--- src/sv/ehc_div.sv ---
// ehc_div: pipelined restoring divider, one quotient bit per stage
`timescale 1ns / 1ps
module ehc_div #(
  parameter int NW = 24,
  parameter int DW = 16,
  parameter int QW = 8,
  parameter int SW = 1
) (
  input  logic          clk,
  input  logic          rst,
  input  logic          in_valid,
  output logic          in_ready,
  input  logic [NW-1:0] num,
  input  logic [DW-1:0] den,
  input  logic [SW-1:0] side,
  output logic          out_valid,
  input  logic          out_ready,
  output logic [QW-1:0] quo,
  output logic [DW-1:0] rem,
  output logic [DW-1:0] den_out,
  output logic [SW-1:0] side_out
);

  // stage registers
  logic          vld    [QW];
  logic [DW-1:0] rem_r  [QW];
  logic [QW-1:0] wk_r   [QW];
  logic [DW-1:0] den_r  [QW];
  logic [SW-1:0] side_r [QW];

  // stage inputs and next values
  logic          vin    [QW];
  logic [DW-1:0] rin    [QW];
  logic [QW-1:0] win    [QW];
  logic [DW-1:0] din    [QW];
  logic [SW-1:0] sin    [QW];
  logic [DW-1:0] rem_next [QW];
  logic [QW-1:0] wk_next  [QW];
  logic          rdy    [QW+1];

  // operand select per stage; top numerator bits seed the remainder
  always_comb begin
    for (int j = 0; j < QW; j++) begin
      if (j == 0) begin
        vin[j] = in_valid;
        rin[j] = DW'(num[NW-1:QW]);
        win[j] = num[QW-1:0];
        din[j] = den;
        sin[j] = side;
      end else begin
        vin[j] = vld[j-1];
        rin[j] = rem_r[j-1];
        win[j] = wk_r[j-1];
        din[j] = den_r[j-1];
        sin[j] = side_r[j-1];
      end
    end
  end

  // one trial subtract per stage
  always_comb begin
    logic [DW:0] trial;
    logic        ge;
    for (int j = 0; j < QW; j++) begin
      trial = {rin[j], win[j][QW-1]};
      ge    = (trial >= {1'b0, din[j]});
      rem_next[j] = ge ? DW'(trial - {1'b0, din[j]}) : trial[DW-1:0];
      wk_next[j]  = {win[j][QW-2:0], ge};
    end
  end

  // ready ripples back through empty stages
  always_comb begin
    rdy[QW] = out_ready;
    for (int j = QW - 1; j >= 0; j--) begin
      rdy[j] = !vld[j] || rdy[j+1];
    end
  end

  always_ff @(posedge clk) begin
    for (int j = 0; j < QW; j++) begin
      if (rst) begin
        vld[j] <= 1'b0;
      end else if (rdy[j]) begin
        vld[j] <= vin[j];
      end
    end
  end

  always_ff @(posedge clk) begin
    for (int j = 0; j < QW; j++) begin
      if (rdy[j] && vin[j]) begin
        rem_r[j]  <= rem_next[j];
        wk_r[j]   <= wk_next[j];
        den_r[j]  <= din[j];
        side_r[j] <= sin[j];
      end
    end
  end

  assign in_ready  = rdy[0];
  assign out_valid = vld[QW-1];
  assign quo       = wk_r[QW-1];
  assign rem       = rem_r[QW-1];
  assign den_out   = den_r[QW-1];
  assign side_out  = side_r[QW-1];

endmodule

--- config.mk ---
export PLATFORM = sky130hd
export DESIGN_NAME = ehc_div
export DESIGN_NICKNAME = d
export VERILOG_FILES = /design/src/sv/ehc_div.sv
export SDC_FILE = /design/constraint.sdc
export NUM_CORES = 1
export LEC_CHECK = 0
export BUFFER_PORTS_ARGS = -buffer_cell sky130_fd_sc_hd__buf_4
export CAP_MARGIN = 30
export CORE_MARGIN = 3
export CORE_UTILIZATION = 37
export DETAILED_ROUTE_END_ITERATION = 10
export PLACE_DENSITY = 0.54
export SKIP_LAST_GASP = 1
export SLEW_MARGIN = 30
export SYNTH_ARGS = -nofsm -noshare
export SYNTH_HDL_FRONTEND = slang
export SYNTH_SLANG_ARGS = --single-unit
--- constraint.sdc ---
create_clock -name clk -period 4.9 [get_ports clk]
set_clock_uncertainty 0.05 [all_clocks]
set_input_delay 0.98 -clock clk [delete_from_list [all_inputs] [get_ports clk]]
set_output_delay 0.98 -clock clk [all_outputs]
set_load 0.05 [all_outputs]
---- Word-level counts from Yosys, hierarchy flattened ----
Memory sizes are Yosys's and may differ from the RTL's.
Index checks and enable logic that the tools add are counted.
word-level totals
  register bits after elaboration ......... 0
  bits in writable memories ............... 336
  word-level logic and storage cells ...... 111
  memories ................................ 5
memory list
  name    depth  width  rd ports  clocked after memory_dff  wr ports  line  RTL
  den_r   8      16     8         0                         8         28    logic [DW-1:0] den_r [QW];
  rem_r   8      16     8         0                         8         26    logic [DW-1:0] rem_r [QW];
  wk_r    8      8      8         0                         8         27    logic [QW-1:0] wk_r [QW];
  side_r  8      1      8         0                         8         29    logic [SW-1:0] side_r [QW];
  vld     8      1      8         0                         8         25    logic vld [QW];
cells by class
  $add $sub $neg .......................... 8
  magnitude comparators ................... 8
  muxes and demuxes ....................... 58
  bitwise operators ....................... 8
  reduce and logical (&&, ||, !) cells .... 24
operators by type and width
  cell                                          number
  greater-or-equal comparator 17 x 16 -> 1 bit  8
  two-way mux 16 bit                            8
  subtractor 16 bit                             8
  two-way mux 1 bit                             50
  logical AND 1 bit                             8
  zero test 1 bit                               8
  logical OR 1 bit                              8
  OR 1 bit                                      8

---- Depth between registers and ports, before layout ----
Gate-level depths: netlist (run 1).
  word-level depth ........................ 13
  depth in mapped cells ................... 12
  mapped depth without buffers ............ 10

---- Worst setup path before layout (run 1) ----
No wires, ideal clock.
  kind .................................... input -> register
  start ................................... in out_ready
  end ..................................... mem den_r[2][0], in the netlist den_r[0][32] (enable)
  setup time .............................. 465 ps
  arrival time ............................ 3442 ps
  data required time ...................... 4385 ps
  path slack .............................. 942 ps
  stages on the path ...................... 3
  buffers on the path ..................... 0
  path through ............................ nor2b_1 > and4_1 > a31oi_1
RTL lines
  what                line  RTL
  start: declaration  17    input logic out_ready,
  end: declaration    28

---- Worst setup path in the final report (run 1) ----
  start ................................... in out_ready
  end ..................................... out in_ready
between the ends
  cells in the longest elaborated chain, start to end .. 8
RTL lines
  what                            line  RTL
  logical OR 1 bit (8 in series)  76    rdy[j] = !vld[j] || rdy[j+1];
  end: declaration                12    output logic in_ready,
Every way passes these cells.

==> results of run 1 <==
[sequential cells by signal (all words and copies together), names as in the netlist]
name,cells
den_r,128
wk_r,64
rem_r,128
vld,8
side_r,8
[layer usage]
layer  part of all wire [%]  wire [um]  vias to the layer above
li1                       -          -                     5902
met1                     38      13900                     5369
met2                     52      18900                      251
met3                    3.9       1400                      111
met4                    5.5       1990                        0
met5                      0          0                        -
[power by group]
part / internal (mW) / switching (mW) / total (mW)
clock network: 1.75 / 1.12 / 2.87
registers: 3.30 / 0.0480 / 3.34
logic: 0.448 / 0.538 / 0.986
total: 5.49 / 1.71 / 7.20
[kinds of logic (layout without fill, tap and decap cells)]
logic type / after synthesis / after routing / synth area share, %
muxes: 122 / 122 / 7.29
AOI/OAI and AO/OA: 334 / 334 / 12.0
adders and majority gates: 136 / 136 / 9.34
buffers and inverters: 230 / 339 / 5.43
DFF: 336 / 336 / 53.5
and+or+nand+nor: 319 / 319 / 8.59
xor gates and xnor gates: 84 / 84 / 3.90
[worst max-delay path: stages]
cell     delay, ps
buf_4          110
nor2b_1        360
and4_1         440
nand3_1        160
nor2_1         310
nand2_1        130
buf_4          200
[final cells by class]
cell class / instances / area [um2]
clock buffers: 50 / 1060
clock inverters: 24 / 225
fillers: 4680 / 28800
inverters: 171 / 642
multi-input cells: 995 / 7820
flip-flops and latches: 336 / 10100
well taps: 672 / 841
repair buffers: 94 / 766
[layout by cell type (no fill, tap or decap), drive strengths merged, types with 50 or more instances in the layout]
master	Yosys	layout
edfxtp	336	336
inv	171	173
buf	46	94
clkbuf	13	50
xnor2	58	58
o21ai	61	61
mux2	103	103
ha	128	128
a21oi	89	89
nand2	57	57
nor2	83	83
[through the flow]
step | total power [mW] | hold slack [ps]
6_report | 7.20 | 362
5_1_grt | 7.57 | 369
4_1_cts | 7.31 | 354
3_5_place_dp | 4.38 | 355
3_3_place_gp | 4.36 | 353
2_1_floorplan | 4.14 | 350
[synth_stat cells, types with 13 or more instances]
library cell  number
clkbuf_1          13
o21ai_0           48
edfxtp_1         336
nand4_1           16
ha_1             128
buf_4             37
a31oi_1           15
o21a_1            26
mux2i_1           19
xor2_1            26
xnor2_1           58
nor3_1            17
nand3_1           26
a21oi_1           88
nor2b_1           36
inv_1            171
a21o_1            36
nor2_1            83
mux2_1            74
nand2_1           57
mux2_2            22
nand2b_1          17
[how the worst max path moves through the flow]
| stage | startpoint | end | slack (ps) |
|---|---|---|---|
| finish | out_ready | in_ready | 1180 |
| global route | out_ready | in_ready | 1040 |
| CTS | out_ready | in_ready | 1170 |
| detailed placement | den[1] | rem_r[0][3]$_DFFE_PP_ | 1090 |
| global placement | den[1] | rem_r[0][3]$_DFFE_PP_ | 1120 |
| floorplan | out_ready | den_r[0][32]$_DFFE_PP_ | 940 |
==> results.py, run 1 <==
metrics = {
    "run_status": {
        "run_status": "finished clean",
    },
    "yosys": {
        "yosysUniqueCellTypes": 78,
        "ys_top_cells_by_area": "edfxtp_1 53%, ha_1 8.5%, mux2_1 4.4%, inv_1 3.4%, xnor2_1 2.7%",
        "synth.avg_cell_area_um2": 12.1,
        "synth_top_area_share_pct": 53.5,
        "ys.flop_type": "edfxtp_1",
        "synth-seq-cells": 336,
        "yosys.area.top_type": "edfxtp_1",
        "synthesis.yosys.warnings": 0,
        "synth_fp_nets": 1742,
        "synth-async-reset-ratio_pct": 0,
        "synth_edf_count": 336,
        "synth_cells": 1561,
        "seq_area_frac_synth_pct": 53.5,
        "syn_area_um2": 18900,
    },
    "final_layout": {
        "syn_to_final_growth_pct": 13.6,
        "design_area_um2": 21400,
        "drive_gt1_share_pct": 12.6,
        "antenna_cells": 0,
        "fin_cells": 2342,
        "fin_nets": 1819,
        "fin_util_pct": 42.7,
    },
    "timing": {
        "period_minus_slack_ps": 3720,
        "worstMarginPinSlew_ps": 920,
        "relSlewSlack_pct": 38.6,
        "drv_slew": 0,
        "fin_ws_ps": 1180,
        "finalSetupTns_ps": 0,
        "fmax_mhz": 269,
        "finalHoldViolations": 0,
        "rsz0062_at_grt": "no",
        "min_period_over_period_pct": 76.0,
        "setup_viol": 0,
    },
    "critical_path": {
        "critPathKind": "input port to output pin",
        "r2r_setup_slack_ps": 1490,
        "rr_worst_depth": 8,
        "r2r_start": "rem_r[0][51]$_DFFE_PP_",
        "critPathLaunchType": "input port",
        "endpoint_kind": "output pin",
        "cp_max_fo": 5,
        "crit_required_ps": 3870,
        "r2r_end": "rem_r[1][7]$_DFFE_PP_",
        "arrival_ps": 2690,
    },
    "global_routing": {
        "grt-ovfl-total": 0,
        "use_met3_pct": 2.71,
        "grt_usage_pct": 13.5,
        "grt_max_degree": 43,
        "grt_pass1_wl_um": 58800,
        "first_global_vias": 12100,
        "busiest_layer": "met2",
        "use_met2_pct": 25.8,
        "grt_use_met1_pct": 13.7,
        "antenna_found_initial": 0,
    },
    "floorplan": {
        "die_w_um": 232,
        "die_area_um2": 53700,
        "io_pins": 88,
        "die_h_um": 232,
        "rows": 82,
        "start_util_pct": 37.5,
        "core-area_um2": 50300,
    },
    "clocking": {
        "cts-buffers-inserted": 40,
        "clkTransAtPathRegs_ps": 60,
        "clock_path_buffers": 3,
        "root_buffer": "clkbuf_16",
        "cts_resized": 0,
        "post_cts_buffers": 0,
        "ctsHoldBuffers": 0,
        "cts.sinks": 336,
        "cts-htree-levels": 2,
        "insertion_delay_ps": 560,
        "cts_tree": "yes",
    },
    "placed_design": {
        "dp_hpwl_um": 28300,
        "dp_slack_ps": 1090,
        "dpl-instance-area_um2": 20200,
        "io_buffers": 87,
        "place.gp.congestion": 0.913,
        "dpl.cell_count": 2268,
    },
    "pwr": {
        "leakage_nw": 8.45,
        "pwr_density_cell_nw_per_um2": 336,
        "vdd_drop_max_mv": 0.224,
    },
    "hold_path": {
        "min_path_type": "flop to flop",
        "min_to": "wk_r[0][10]$_DFFE_PP_",
        "min_from": "wk_r[0][1]$_DFFE_PP_",
        "hold_depth": 0,
    },
    "drt": {
        "drt_iter0_markers": 374,
        "drc": 0,
        "drt_wl_total_um": 36200,
        "vias": 11600,
        "wl_per_cell_um": 15.4,
        "drtAntennaViolNets": 0,
        "vias_per_cell": 4.97,
        "drtPass1Iterations": 5,
    },
    "flow_run": {
        "maxCapViolations": 0,
    },
}
(Power assumes the default switching activity.)
==> inputs of run 2 (changes only) <==
--- a/config.mk
+++ b/config.mk
@@ -5,12 +5,13 @@
 export SDC_FILE = /design/constraint.sdc
 export NUM_CORES = 1
 export LEC_CHECK = 0
+export ABC_AREA = 1
 export BUFFER_PORTS_ARGS = -buffer_cell sky130_fd_sc_hd__buf_4
 export CAP_MARGIN = 30
 export CORE_MARGIN = 3
 export CORE_UTILIZATION = 37
 export DETAILED_ROUTE_END_ITERATION = 10
-export PLACE_DENSITY = 0.54
+export PLACE_DENSITY = 0.53
 export SKIP_LAST_GASP = 1
 export SLEW_MARGIN = 30
 export SYNTH_ARGS = -nofsm -noshare
==> constraint.sdc (replaced) <==
create_clock -name clk -period 3.8 [get_ports clk]
set_clock_uncertainty 0.05 [all_clocks]
set_input_delay 0.76 -clock clk [delete_from_list [all_inputs] [get_ports clk]]
set_output_delay 0.76 -clock clk [all_outputs]
set_load 0.05 [all_outputs]
==> results.py, run 2 <==
metrics = {
    "timing": {
        "period_minus_slack_ps": 2970,
        "drv_slew": 0,
        "fmax_mhz": 336,
        "rsz0062_at_grt": "no",
        "worstMarginPinSlew_ps": 746,
        "finalSetupTns_ps": 0,
        "min_period_over_period_pct": 78.3,
        "relSlewSlack_pct": 50.3,
        "setup_viol": 0,
        "finalHoldViolations": 0,
    },
    "placed_design": {
        "place.gp.congestion": 0.934,
        "io_buffers": 87,
        "dpl.cell_count": 3427,
        "dp_hpwl_um": 47600,
    },
    "global_routing": {
        "busiest_layer": "met2",
        "grt-ovfl-total": 0,
        "use_met2_pct": 39.4,
        "grt_use_met1_pct": 20.2,
        "grt_pass1_wl_um": 91800,
        "grt_max_degree": 42,
        "grt_usage_pct": 19.7,
        "antenna_found_initial": 1,
        "use_met3_pct": 2.46,
        "first_global_vias": 17000,
    },
    "critical_path": {
        "cp_max_fo": 6,
        "crit_chain": "buf_4, inv_1, nand2_1, nor2_2, nand2_1, nor2_2, nand2_1, nor2_2, nand3_1, buf_4",
        "critical_path.max_stage_delay_ps": 220,
        "crit_required_ps": 2990,
        "critPathLaunchType": "input port",
        "endpoint_kind": "output pin",
        "critPathKind": "input port to output pin",
        "arrival_ps": 2160,
        "r2r_setup_slack_ps": 1090,
        "slowest_stage": "buf_4",
    },
    "drt": {
        "vias_per_cell": 4.71,
        "drt_wl_total_um": 58400,
        "wl_per_cell_um": 16.7,
        "drtAntennaViolNets": 0,
        "drtPass1Iterations": 5,
        "vias": 16500,
        "drc": 0,
        "drt_iter0_markers": 778,
    },
    "clocking": {
        "cts.sinks": 336,
        "cts_tree": "yes",
        "ctsHoldBuffers": 0,
        "cts-buffers-inserted": 39,
        "cts_resized": 0,
        "cts-htree-levels": 2,
        "insertion_delay_ps": 570,
        "clock_path_buffers": 3,
        "clkTransAtPathRegs_ps": 60,
        "post_cts_buffers": 0,
        "root_buffer": "clkbuf_16",
    },
    "yosys": {
        "synth-async-reset-ratio_pct": 0,
        "yosys.area.top_type": "edfxtp_1",
        "seq_area_frac_synth_pct": 47.3,
        "ys.flop_type": "edfxtp_1",
        "synth_xor_area_share_pct": 1.97,
        "yosys-mux-area-fraction_pct": 0,
        "post-synth-top-count-cell": "nand2_1",
        "ys_top_cells_by_count": "985 x nand2_1, 515 x inv_1, 336 x edfxtp_1",
        "synth_adder_area_share_pct": 8.25,
        "synth_top_area_share_pct": 47.3,
        "synth-simple-area-share_pct": 28.8,
        "synth_edf_count": 336,
        "synth_fp_nets": 2813,
        "synth.avg_cell_area_um2": 8.11,
        "yosysUniqueCellTypes": 37,
        "syn_area_um2": 21300,
        "synth-compound-area-share_pct": 2.33,
        "ys_top_cells_by_area": "edfxtp_1 47%, nand2_1 17%, inv_1 9.1%, ha_1 7.5%, nand3_1 4.8%",
        "synth-seq-cells": 336,
        "synth_top_family_by_area": "simple AND/OR/NAND/NOR gates",
        "synthesis.yosys.warnings": 0,
        "synth_cells": 2632,
    },
    "floorplan": {
        "start_util_pct": 37.6,
        "io_pins": 88,
        "core-area_um2": 56700,
        "rows": 87,
        "die_h_um": 246,
        "die_w_um": 246,
        "die_area_um2": 60600,
    },
    "pwr": {
        "leakage_nw": 11.9,
        "vdd_drop_max_mv": 0.235,
        "pwr_density_cell_nw_per_um2": 397,
    },
    "final_layout": {
        "fin_nets": 2893,
        "syn_to_final_growth_pct": 12.0,
        "antenna_cells": 0,
        "fill_cells": 5699,
        "fin_cells": 3497,
        "layout_common_cells": "985 x nand2_1, 513 x inv_1, 336 x edfxtp_1",
        "layout.cells.most_common": "nand2_1",
        "drive_gt1_share_pct": 8.35,
        "top_regs": "den_r x128, rem_r x128, wk_r x64",
    },
    "run_status": {
        "run_status": "finished clean",
    },
    "flow_run": {
        "maxCapViolations": 0,
    },
    "hold_path": {
        "min_path_type": "input port to flop",
    },
}
run 2: changes by cell type after synthesis, moves of 20 or more:
| cell | delta |
|---|---|
| nand2_1 | +928 |
| inv_1 | +344 |
| nand3_1 | +180 |
| mux2_1 | -74 |
| xnor2_1 | -48 |
| o21ai_0 | -44 |
| a21o_1 | -36 |
| nor2b_1 | -36 |
| mux2_2 | -22 |
| o21a_1 | -20 |
run 2: cells by family (layout without fill, tap and decap cells):
family,Yosys count,after routing
AO/OA/AOI/OAI,91,91
XOR/XNOR,48,48
buffers and inverters,580,689
adder cells (fa/ha/maj),136,136
flip-flops,336,336
AND/OR/NAND/NOR,1441,1441
run 2: worst paths after layout:
| kind | cells after the start | start | end |
|---|---|---|---|
| max reg2reg | 8 | rem_r[0][61]$_DFFE_PP_ | rem_r[1][6]$_DFFE_PP_ |
| max | 10 | out_ready | in_ready |
| min | 1 | num[1] | wk_r[0][2]$_DFFE_PP_ |
| min reg2reg | 0 | wk_r[1][6]$_DFFE_PP_ | wk_r[1][15]$_DFFE_PP_ |
run 2: metrics by stage:
stage / power (mW) / area (um2) / setup slack (ps) / hold slack (ps) / util, %
6_report: 9.48 / 23900 / 826 / 320 / 42.1
5_1_grt: 9.95 / 23900 / 640 / 286 / 42.1
4_1_cts: 9.63 / 23900 / 806 / 280 / 42.1
3_5_place_dp: 5.71 / 22600 / 844 / 355 / 39.8
3_3_place_gp: 5.69 / 22600 / 836 / 351 / 39.8
2_1_floorplan: 5.32 / 21300 / 385 / 350 / -
run 2: per-layer routing:
metal / wire, um / vias up
met1: 22000 / 7575
met3: 1690 / 129
li1: - / 8457
met4: 2710 / 0
met2: 31900 / 317
met5: 0 / -
run 2: power by group:
part | switching [mW] | total [mW] | internal, mW
combinational | 0.882 | 1.33 | 0.451
sequential | 0.0726 | 4.29 | 4.22
clock | 1.52 | 3.85 | 2.34
run 2: cell type report:
class / count / area, um2 / share of cell area [%]
Clock buffer: 45 / 1020 / 4.27
Inverter: 518 / 1950 / 8.14
Sequential cell: 336 / 10100 / 42.2
Tap cell: 756 / 946 / 3.96
Timing Repair Buffer: 101 / 758 / 3.17
Multi-Input combinational cell: 1716 / 8850 / 37.0
Clock inverter: 25 / 293 / 1.22
run 2: worst max-delay path, delay by kind of cell:
kind / cells / cell delay (ps)
buffers and inverters: 3 / 370
and+or+nand+nor: 7 / 1040
